===== config.mk =====
export PLATFORM = sky130hd
export DESIGN_NAME = preemptive_priority_scheduler_unit
export DESIGN_NICKNAME = d
export VERILOG_FILES = /design/src/sv/pps_pkg.sv /design/src/sv/pps_ctrl.sv /design/src/sv/pps_dp.sv /design/src/sv/preemptive_priority_scheduler_unit.sv
export SDC_FILE = /design/constraint.sdc
export NUM_CORES = 2
export LEC_CHECK = 0
export BUFFER_PORTS_ARGS = -buffer_cell sky130_fd_sc_hd__buf_2
export CAP_MARGIN = 20
export CORE_MARGIN = 2
export CORE_UTILIZATION = 52
export DETAILED_ROUTE_END_ITERATION = 16
export GPL_TIMING_DRIVEN = 0
export MAX_ROUTING_LAYER = met4
export PLACE_DENSITY = 0.8
export SLEW_MARGIN = 0
export SYNTH_ARGS = -nofsm -noshare
export SYNTH_HDL_FRONTEND = slang
export SYNTH_HIERARCHICAL = 1
export SYNTH_SLANG_ARGS = --single-unit

===== constraint.sdc =====
create_clock -name clk -period 14.11 [get_ports clk]
set_input_delay 2.822 -clock clk [delete_from_list [all_inputs] [get_ports clk]]
set_output_delay 2.822 -clock clk [all_outputs]
set_load 0.01 [all_outputs]

===== src/sv/pps_pkg.sv =====
// shared types, constants and field widths of the priority scheduler
package pps_pkg;

    localparam int SLOTS      = 16;
    localparam int SLOT_BITS  = $clog2(SLOTS);
    localparam int TIME_BITS  = 24;
    localparam int PRIO_BITS  = 16;
    localparam int BURST_BITS = 16;
    localparam int QUANT_BITS = 16;
    localparam int SUM_BITS   = ((TIME_BITS > QUANT_BITS) ? TIME_BITS : QUANT_BITS) + 1;

    // fixed field widths on the stream ports
    localparam int SLOT_FIELD_BITS = 4;
    localparam int TIME_FIELD_BITS = 24;
    localparam int CMD_BITS        = 2;
    localparam int S_TDATA_BITS    = 64;
    localparam int M_TDATA_BITS    = 128;
    localparam int M_TUSER_BITS    = 3;

    localparam logic [TIME_BITS-1:0] TIME_MAX = {TIME_BITS{1'b1}};

    typedef enum logic [CMD_BITS-1:0] {
        CMD_LOAD  = 2'd0,
        CMD_STEP  = 2'd1,
        CMD_CLEAR = 2'd2,
        CMD_NOP   = 2'd3
    } cmd_t;

    // controller to datapath
    typedef struct packed {
        logic load;
        logic clear;
        logic step_start;
        logic scan_en;
        logic update_en;
        logic calc_en;
        logic emit_en;
    } pps_ctrl_t;

    // datapath to controller
    typedef struct packed {
        logic scan_last;
        logic out_free;
    } pps_status_t;

endpackage


===== src/sv/pps_ctrl.sv =====
// sequencing state machine of the priority scheduler
module pps_ctrl (
    input  logic                          clk,
    input  logic                          rst_n,
    input  logic                          s_tvalid,
    output logic                          s_tready,
    input  logic [pps_pkg::CMD_BITS-1:0]  s_cmd,
    input  pps_pkg::pps_status_t          status,
    output pps_pkg::pps_ctrl_t            ctrl
);
    import pps_pkg::*;

    typedef enum logic [4:0] {
        ST_IDLE   = 5'b00001,
        ST_SCAN   = 5'b00010,
        ST_UPDATE = 5'b00100,
        ST_CALC   = 5'b01000,
        ST_EMIT   = 5'b10000
    } state_t;

    state_t state_reg;
    state_t state_next;
    logic   accept;

    assign s_tready = (state_reg == ST_IDLE);
    assign accept   = s_tvalid && s_tready;

    always_comb
    begin
        ctrl.load       = accept && (cmd_t'(s_cmd) == CMD_LOAD);
        ctrl.clear      = accept && (cmd_t'(s_cmd) == CMD_CLEAR);
        ctrl.step_start = accept && (cmd_t'(s_cmd) == CMD_STEP);
        ctrl.scan_en    = (state_reg == ST_SCAN);
        ctrl.update_en  = (state_reg == ST_UPDATE);
        ctrl.calc_en    = (state_reg == ST_CALC);
        ctrl.emit_en    = (state_reg == ST_EMIT) && status.out_free;
    end

    always_comb
    begin
        state_next = state_reg;
        unique case (state_reg)
            ST_IDLE:
            begin
                if (ctrl.step_start)
                begin
                    state_next = ST_SCAN;
                end
            end
            ST_SCAN:
            begin
                if (status.scan_last)
                begin
                    state_next = ST_UPDATE;
                end
            end
            ST_UPDATE: state_next = ST_CALC;
            ST_CALC:   state_next = ST_EMIT;
            ST_EMIT:
            begin
                if (status.out_free)
                begin
                    state_next = ST_IDLE;
                end
            end
            default:   state_next = ST_IDLE;
        endcase
    end

    always_ff @(posedge clk or negedge rst_n)
    begin
        if (!rst_n)
        begin
            state_reg <= ST_IDLE;
        end
        else
        begin
            state_reg <= state_next;
        end
    end

`ifndef SYNTHESIS
    a_step_enters_scan: assert property (@(posedge clk) disable iff (!rst_n)
        ctrl.step_start |=> state_reg == ST_SCAN)
        else $error("step transfer did not start a scan");
    a_scan_ends: assert property (@(posedge clk) disable iff (!rst_n)
        (state_reg == ST_SCAN) && status.scan_last |=> state_reg == ST_UPDATE)
        else $error("scan did not end after the last slot");
    a_emit_done: assert property (@(posedge clk) disable iff (!rst_n)
        ctrl.emit_en |=> state_reg == ST_IDLE)
        else $error("controller did not return to idle after emitting");
`endif

endmodule


===== src/sv/pps_dp.sv =====
// task tables, time base, winner search and result register of the scheduler
module pps_dp (
    input  logic                              clk,
    input  logic                              rst_n,
    input  logic                              quantum_wr_en,
    input  logic [pps_pkg::QUANT_BITS-1:0]    quantum_wr_data,
    input  logic [pps_pkg::S_TDATA_BITS-1:0]  s_tdata,
    input  pps_pkg::pps_ctrl_t                ctrl,
    output pps_pkg::pps_status_t              status,
    output logic                              m_tvalid,
    input  logic                              m_tready,
    output logic [pps_pkg::M_TDATA_BITS-1:0]  m_tdata,
    output logic [pps_pkg::M_TUSER_BITS-1:0]  m_tuser
);
    import pps_pkg::*;

    // input fields
    logic [SLOT_FIELD_BITS-1:0] in_slot;
    logic [PRIO_BITS-1:0]       in_prio;
    logic [TIME_FIELD_BITS-1:0] in_arrival;
    logic [BURST_BITS-1:0]      in_burst;
    logic [SLOT_BITS-1:0]       in_idx;
    logic                       in_slot_ok;

    // task tables
    logic [PRIO_BITS-1:0]  prio_mem    [SLOTS];
    logic [TIME_BITS-1:0]  arrival_mem [SLOTS];
    logic [BURST_BITS-1:0] burst_mem   [SLOTS];
    logic [BURST_BITS-1:0] remain_mem  [SLOTS];
    logic [TIME_BITS-1:0]  fstart_mem  [SLOTS];
    logic [SLOTS-1:0]      pending_reg;
    logic [SLOTS-1:0]      started_reg;

    logic [TIME_BITS-1:0]  now_reg;
    logic [QUANT_BITS-1:0] quantum_reg;

    // search state
    logic [SLOT_BITS-1:0]  scan_idx_reg;
    logic [SLOT_BITS-1:0]  win_reg;
    logic [PRIO_BITS-1:0]  win_prio_reg;
    logic                  found_reg;
    logic                  any_reg;
    logic                  better;

    // update and report
    logic [QUANT_BITS-1:0] q_eff;
    logic [BURST_BITS-1:0] rem_w;
    logic [BURST_BITS-1:0] run;
    logic [SUM_BITS-1:0]   now_sum;
    logic [TIME_BITS-1:0]  now_sat;
    logic                  fin_reg;
    logic [TIME_BITS-1:0]  start_reg;
    logic [TIME_BITS-1:0]  ta_reg;
    logic [TIME_BITS-1:0]  resp_reg;
    logic [TIME_BITS-1:0]  wt;
    logic                  done_now;

    // result register
    logic                       m_tvalid_reg;
    logic                       idle_reg;
    logic                       done_reg;
    logic                       all_done_reg;
    logic [SLOT_FIELD_BITS-1:0] ran_slot_reg;
    logic [TIME_FIELD_BITS-1:0] slice_start_reg;
    logic [TIME_FIELD_BITS-1:0] completion_reg;
    logic [TIME_FIELD_BITS-1:0] turnaround_reg;
    logic [TIME_FIELD_BITS-1:0] waiting_reg;
    logic [TIME_FIELD_BITS-1:0] response_reg;

    assign in_slot    = s_tdata[3:0];
    assign in_prio    = s_tdata[19:4];
    assign in_arrival = s_tdata[43:20];
    assign in_burst   = s_tdata[59:44];
    assign in_idx     = SLOT_BITS'(in_slot);
    assign in_slot_ok = (32'(in_slot) < SLOTS);

    assign status.scan_last = (scan_idx_reg == SLOT_BITS'(SLOTS - 1));
    assign status.out_free  = !m_tvalid_reg || m_tready;

    // quantum register, zero acts as one
    always_ff @(posedge clk or negedge rst_n)
    begin
        if (!rst_n)
        begin
            quantum_reg <= QUANT_BITS'(1);
        end
        else if (quantum_wr_en)
        begin
            quantum_reg <= quantum_wr_data;
        end
    end

    assign q_eff = (quantum_reg == '0) ? QUANT_BITS'(1) : quantum_reg;

    // slot compare during the scan
    assign better = pending_reg[scan_idx_reg]
                 && (arrival_mem[scan_idx_reg] <= now_reg)
                 && (!found_reg || (prio_mem[scan_idx_reg] > win_prio_reg));

    always_ff @(posedge clk or negedge rst_n)
    begin
        if (!rst_n)
        begin
            scan_idx_reg <= '0;
            found_reg    <= 1'b0;
            any_reg      <= 1'b0;
        end
        else if (ctrl.step_start)
        begin
            scan_idx_reg <= '0;
            found_reg    <= 1'b0;
            any_reg      <= 1'b0;
        end
        else if (ctrl.scan_en)
        begin
            if (!status.scan_last)
            begin
                scan_idx_reg <= scan_idx_reg + SLOT_BITS'(1);
            end
            if (pending_reg[scan_idx_reg])
            begin
                any_reg <= 1'b1;
            end
            if (better)
            begin
                found_reg <= 1'b1;
            end
        end
    end

    always_ff @(posedge clk)
    begin
        if (ctrl.scan_en && better)
        begin
            win_reg      <= scan_idx_reg;
            win_prio_reg <= prio_mem[scan_idx_reg];
        end
    end

    // slice length and saturating time advance
    assign rem_w   = remain_mem[win_reg];
    assign run     = (rem_w < BURST_BITS'(q_eff)) ? rem_w : BURST_BITS'(q_eff);
    assign now_sum = SUM_BITS'(now_reg)
                   + (found_reg ? SUM_BITS'(run) : SUM_BITS'(q_eff));
    assign now_sat = (now_sum > SUM_BITS'(TIME_MAX)) ? TIME_MAX : TIME_BITS'(now_sum);

    always_ff @(posedge clk or negedge rst_n)
    begin
        if (!rst_n)
        begin
            now_reg     <= '0;
            pending_reg <= '0;
            started_reg <= '0;
        end
        else if (ctrl.clear)
        begin
            now_reg     <= '0;
            pending_reg <= '0;
            started_reg <= '0;
        end
        else if (ctrl.load)
        begin
            if (in_slot_ok)
            begin
                pending_reg[in_idx] <= 1'b1;
                started_reg[in_idx] <= 1'b0;
            end
        end
        else if (ctrl.update_en && any_reg)
        begin
            now_reg <= now_sat;
            if (found_reg)
            begin
                started_reg[win_reg] <= 1'b1;
                if (rem_w == run)
                begin
                    pending_reg[win_reg] <= 1'b0;
                end
            end
        end
    end

    // table writes
    always_ff @(posedge clk)
    begin
        if (ctrl.load && in_slot_ok)
        begin
            prio_mem[in_idx]    <= in_prio;
            arrival_mem[in_idx] <= TIME_BITS'(in_arrival);
            burst_mem[in_idx]   <= in_burst;
            remain_mem[in_idx]  <= in_burst;
        end
        else if (ctrl.update_en && any_reg && found_reg)
        begin
            remain_mem[win_reg] <= rem_w - run;
            if (!started_reg[win_reg])
            begin
                fstart_mem[win_reg] <= now_reg;
            end
        end
    end

    always_ff @(posedge clk)
    begin
        if (ctrl.update_en)
        begin
            start_reg <= now_reg;
            fin_reg   <= found_reg && (rem_w == run);
        end
        if (ctrl.calc_en)
        begin
            ta_reg   <= now_reg - arrival_mem[win_reg];
            resp_reg <= fstart_mem[win_reg] - arrival_mem[win_reg];
        end
    end

    // waiting clamps at zero
    assign wt = (SUM_BITS'(ta_reg) > SUM_BITS'(burst_mem[win_reg]))
              ? TIME_BITS'(SUM_BITS'(ta_reg) - SUM_BITS'(burst_mem[win_reg]))
              : '0;
    assign done_now = any_reg && found_reg && fin_reg;

    always_ff @(posedge clk or negedge rst_n)
    begin
        if (!rst_n)
        begin
            m_tvalid_reg <= 1'b0;
        end
        else if (ctrl.emit_en)
        begin
            m_tvalid_reg <= 1'b1;
        end
        else if (m_tready)
        begin
            m_tvalid_reg <= 1'b0;
        end
    end

    always_ff @(posedge clk)
    begin
        if (ctrl.emit_en)
        begin
            all_done_reg    <= !any_reg;
            idle_reg        <= any_reg && !found_reg;
            done_reg        <= done_now;
            ran_slot_reg    <= (any_reg && found_reg) ? SLOT_FIELD_BITS'(win_reg) : '0;
            slice_start_reg <= any_reg ? TIME_FIELD_BITS'(start_reg) : '0;
            completion_reg  <= done_now ? TIME_FIELD_BITS'(now_reg) : '0;
            turnaround_reg  <= done_now ? TIME_FIELD_BITS'(ta_reg) : '0;
            waiting_reg     <= done_now ? TIME_FIELD_BITS'(wt) : '0;
            response_reg    <= done_now ? TIME_FIELD_BITS'(resp_reg) : '0;
        end
    end

    assign m_tvalid = m_tvalid_reg;
    assign m_tdata  = {4'b0, response_reg, waiting_reg, turnaround_reg,
                       completion_reg, slice_start_reg, ran_slot_reg};
    assign m_tuser  = {all_done_reg, done_reg, idle_reg};

`ifndef SYNTHESIS
    a_emit_into_free: assert property (@(posedge clk) disable iff (!rst_n)
        ctrl.emit_en |-> (!m_tvalid_reg || m_tready))
        else $error("result written over an untaken result");
    a_finish_clears: assert property (@(posedge clk) disable iff (!rst_n)
        ctrl.update_en && any_reg && found_reg && (rem_w == run) && !ctrl.clear
        |=> !pending_reg[$past(win_reg)])
        else $error("finished slot still pending");
    a_all_done_alone: assert property (@(posedge clk) disable iff (!rst_n)
        m_tvalid_reg && all_done_reg |-> !done_reg && !idle_reg)
        else $error("all_done combined with another flag");
`endif

endmodule


===== src/sv/preemptive_priority_scheduler_unit.sv =====
// top level of the preemptive priority scheduler
//
// channel   dir  handshake            payload
// s_*       in   s_tvalid/s_tready    tuser: cmd; tdata: slot, priority, arrival, burst
// m_*       out  m_tvalid/m_tready    tuser: idle, done_res, all_done; tdata: times
// quantum   in   quantum_wr_en        quantum_wr_data, write only
//
// load and clear commands take effect on acceptance; a step runs through these states:
// accept, one slot per cycle through the priority scan,
// then update, time arithmetic and the result write
// the scan walks the task table one slot at a time
// a result waits in the output register while the next transfer is taken;
// a step only stalls in its emit state if that register is still full
// reset (rst_n low, async) empties the table, zeros time and sets quantum to 1
module preemptive_priority_scheduler_unit (
    input  logic                              clk,
    input  logic                              rst_n,
    // quantum register
    input  logic                              quantum_wr_en,
    input  logic [pps_pkg::QUANT_BITS-1:0]    quantum_wr_data,
    // command stream
    input  logic                              s_tvalid,
    output logic                              s_tready,
    input  logic [pps_pkg::S_TDATA_BITS-1:0]  s_tdata,   // slot, task_priority, arrival, burst, pad
    input  logic [pps_pkg::CMD_BITS-1:0]      s_tuser,   // cmd
    // result stream
    output logic                              m_tvalid,
    input  logic                              m_tready,
    output logic [pps_pkg::M_TDATA_BITS-1:0]  m_tdata,   // ran_slot, slice_start, completion,
                                                         // turnaround, waiting, response, pad
    output logic [pps_pkg::M_TUSER_BITS-1:0]  m_tuser    // idle, done_res, all_done
);
    import pps_pkg::*;

    pps_ctrl_t   ctrl;
    pps_status_t status;

    // state machine: accepts transfers and sequences the step
    pps_ctrl u_ctrl (
        .clk      (clk),
        .rst_n    (rst_n),
        .s_tvalid (s_tvalid),
        .s_tready (s_tready),
        .s_cmd    (s_tuser),
        .status   (status),
        .ctrl     (ctrl)
    );

    // tables, time base, winner search and output register
    pps_dp u_dp (
        .clk             (clk),
        .rst_n           (rst_n),
        .quantum_wr_en   (quantum_wr_en),
        .quantum_wr_data (quantum_wr_data),
        .s_tdata         (s_tdata),
        .ctrl            (ctrl),
        .status          (status),
        .m_tvalid        (m_tvalid),
        .m_tready        (m_tready),
        .m_tdata         (m_tdata),
        .m_tuser         (m_tuser)
    );

endmodule


==> results by group <==
Run status
  • Status: finished clean

Layout
  • Fillers: 10100
  • Post-route cell area: 0.0909 sq mm
  • Sequential cell area: 0.0549 sq mm
  • Layout cells sized above 1: 29.1%
  • Final std cells w/o fill: 6829
  • Utilization after layout: 60.5%
  • Fin nets: 4872
  • Biggest regs: u_dp/arrival_mem x384, u_dp/fstart_mem x384
  • Area of the multi-input gates: 0.0228 sq mm
  • Area grow syn2layout: 15.4%

Critical path
  • CP endpoint kind: flop
  • Kind of critical path: reg -> reg
  • CP required: 14.62 ns
  • Delay-heaviest family, CP: buffers and inverters
  • Crit path max fanout: 10
  • CP Cell Sequence: buf_2 -> buf_2 -> buf_2 -> clkbuf_1 -> clkbuf_1 -> mux4_2 -> mux4_2 -> ha_1 -> fa_1 -> nor2b_1 -> o21ai_0 -> a21boi_0 -> o211a_1 -> nor3_1 -> or2_2 -> o21a_1 -> clkbuf_1 -> nor4_1
  • Kind of start point of the critical path: flop
  • Worst R2R Path Depth: 18
  • Max incr delay on CP: 0.87 ns
  • Arr. time, crit path: 8.71 ns
  • Number of cells on the critical path: 18
  • Slowest-stage cell, CP: clkbuf_1
  • CP bufs+invs: 6

STA
  • Slew @ Worst Pin: 1.26 ns
  • Fin Setup TNS: 0 ns
  • Hold Fails Final Rpt: 0
  • RSZ-0062 raised after global routing: no
  • Final period util: 58.1%
  • Relative slew slack: 15.9%
  • Final setup fails: 0
  • Final Slew Violations: 0
  • Fmax: 122 MHz
  • Setup ws final: 5.91 ns
  • Period minus WS final: 8.20 ns
  • Fin Hold WS: 0.464 ns
  • Clock skew: 0.0601 ns

CTS
  • Htree depth: 4
  • Clock Path Buffers: 3
  • Clock Sinks: 1844
  • Hold_buf cts: 0
  • Clk pin slew, worst setup/hold paths: 0.06 ns
  • CTS resizes: 0
  • Clock Root Buffer: clkbuf_16
  • Num CTS Buffers: 180
  • Post CTS Setup Buffer Count: 0
  • CTS tree: yes
  • Clk_lat worst skew: 0.86 ns

Yosys
  • Largest family of logic cells by synthesized area: multiplexers
  • XOR/XNOR share of the synthesized area: 0.834%
  • Post-synthesis adder-cell area fraction: 2.53%
  • Synth top cells by count: edfxtp_1, mux4_2, nor2_1
  • Yosys cell types: 78
  • Post-synth EDFFs: 1756
  • Area leader, netlist: edfxtp_1
  • Yosys reg bits: 1844
  • Multiplexer share of the synthesized area: 17.7%
  • Top cells by area, synth: edfxtp_1, mux4_2, dfrtp_1
  • Mapped Cells: 4078
  • Count leader, synth: edfxtp_1
  • Synth top area share: 67.0%
  • Post-synthesis simple-gate area fraction: 4.09%
  • Area of the mapped netlist: 0.0787 sq mm
  • Avg Cell Area, Syn: 19.3 sq um
  • Main synth FF type: edfxtp_1
  • Synth async-reset ratio: 4.56%
  • Syn. warnings: 6
  • Synth Area in Compound Gates: 3.42%
  • Post-synthesis sequential area ratio: 69.7%

GRT
  • Global-route wire length before repair: 324000 um
  • Initial antenna violation count: 36
  • GR Overflow Total: 0
  • Total GRT Usage: 30.8%
  • Vias in the first global route: 45000
  • Largest net degree at the start of global routing: 73

Power
  • Logic pwr share: 15.7%
  • Switching power: 3.48 mW
  • PD cells: 145 mW/mm^2
  • Switching share of power: 26.4%
  • Max VDD drop: 0.138 mV
  • Seq pwr share: 48.1%
  • Internal Pwr Total: 9.69 mW
  • Total power: 13.2 mW
  • P_leak: 29.9 nW
  • Clk pwr share: 36.2%

Floorplan
  • Die area: 0.155 sq mm
  • Starting Density: 52.5%
  • Num ports: 220
  • Die Width: 393 um
  • CORE AREA: 0.150 sq mm
  • Die height: 393 um
  • Site Rows: 142

Detailed routing
  • Routed via count: 45800
  • DRC violations left: 0
  • Post-route ant nets: 0
  • DRT iter0 DRCs: 6569
  • Via/cell ratio: 6.71
  • DRT Pass-1 Iters: 6
  • Final WL: 230000 um
  • DR WL/cell: 33.7 um

Placed design
  • Placer Congestion: 0.941
  • HPWL after DPL: 153000 um
  • Port Buf Inserts: 210
  • DP Cell Count: 6446
  • Post-place setup slack: 6.32 ns
  • Post-DP Area: 0.0847 sq mm

Min path
  • Hold Crit Class: reg -> reg
  • Hold Crit Depth: 0

Flow run
  • Max cap viols: 0
## logic make-up after synthesis
kind of cell,after synthesis
other cells,1
compound gates,422
buf+inv,326
simple gates,627
xor+xnor,75
mux,627
flops,1844
fa+ha+maj,156
## metal layers
metal | share of wire (%) | global-route usage (%)
met5 | 0 | -
met4 | 6.4 | 16.1
met3 | 13 | 9.88
met2 | 47 | 47.3
met1 | 33 | 36.7
## area by class of cell
type                       instances  area share [%]
inverter                         129           0.536
clock buffer                     227            5.17
multi-input combinational       1911            25.1
tap                             2016            2.78
timing repair buffer             366            3.71
buffer                           197           0.945
sequential                      1844            60.4
clock inverter                   106            1.25
antenna                           33          0.0909
## power groups by stage
| stage | Combinational [mW] | Clock (mW) | Sequential, mW |
|---|---|---|---|
| floorplan | 1.27 | 0 | 6.34 |
| global placement | 1.86 | 0 | 6.43 |
| detailed placement | 1.97 | 0 | 6.44 |
| CTS | 2.01 | 4.81 | 6.33 |
| global route | 2.18 | 5.01 | 6.33 |
| finish | 2.07 | 4.76 | 6.33 |
## path summary, 6_finish.rpt
path / start / endpoint / slack (ns)
max reg2reg: flop / u_dp/waiting_reg[14] / 5.91
min in group asynchronous: rst_n / u_dp/quantum_reg[4] / 1.85
min reg2reg: u_dp/scan_idx_reg[3] / u_dp/win_reg[3] / 0.46
max: flop / u_dp/waiting_reg[14] / 5.91
min: u_dp/scan_idx_reg[3] / u_dp/win_reg[3] / 0.46
max in group asynchronous: rst_n / u_dp/found_reg / 11.57
## cell usage in the layout, fill, tap and decap left out, drive strengths merged, types with 7 or more instances in the layout
master    synthesis  final
edfxtp         1756   1756
mux4            610    610
buf              72    438
clkbuf          125    352
nor2            189    189
ha              151    151
a21oi           151    151
inv             129    135
nand2            94     94
o21ai            87     87
dfrtp            82     82
clkinv            0     77
and2             75     75
nor3             64     64
nand3            47     47
xnor2            44     44
diode             0     33
xor2             31     31
a21o             31     31
nor2b            29     29
o21bai           26     26
o21a             25     25
and3             23     23
nand2b           21     21
nor4             20     20
nand4            16     16
bufinv            0     15
a211oi           15     15
a311oi           15     15
o211ai           12     12
a31oi            12     12
or3              10     10
mux2             10     10
or2              10     10
clkinvlp          0      8
o31ai             8      8
mux2i             7      7
a221oi            7      7
(Power assumes the default switching activity.)
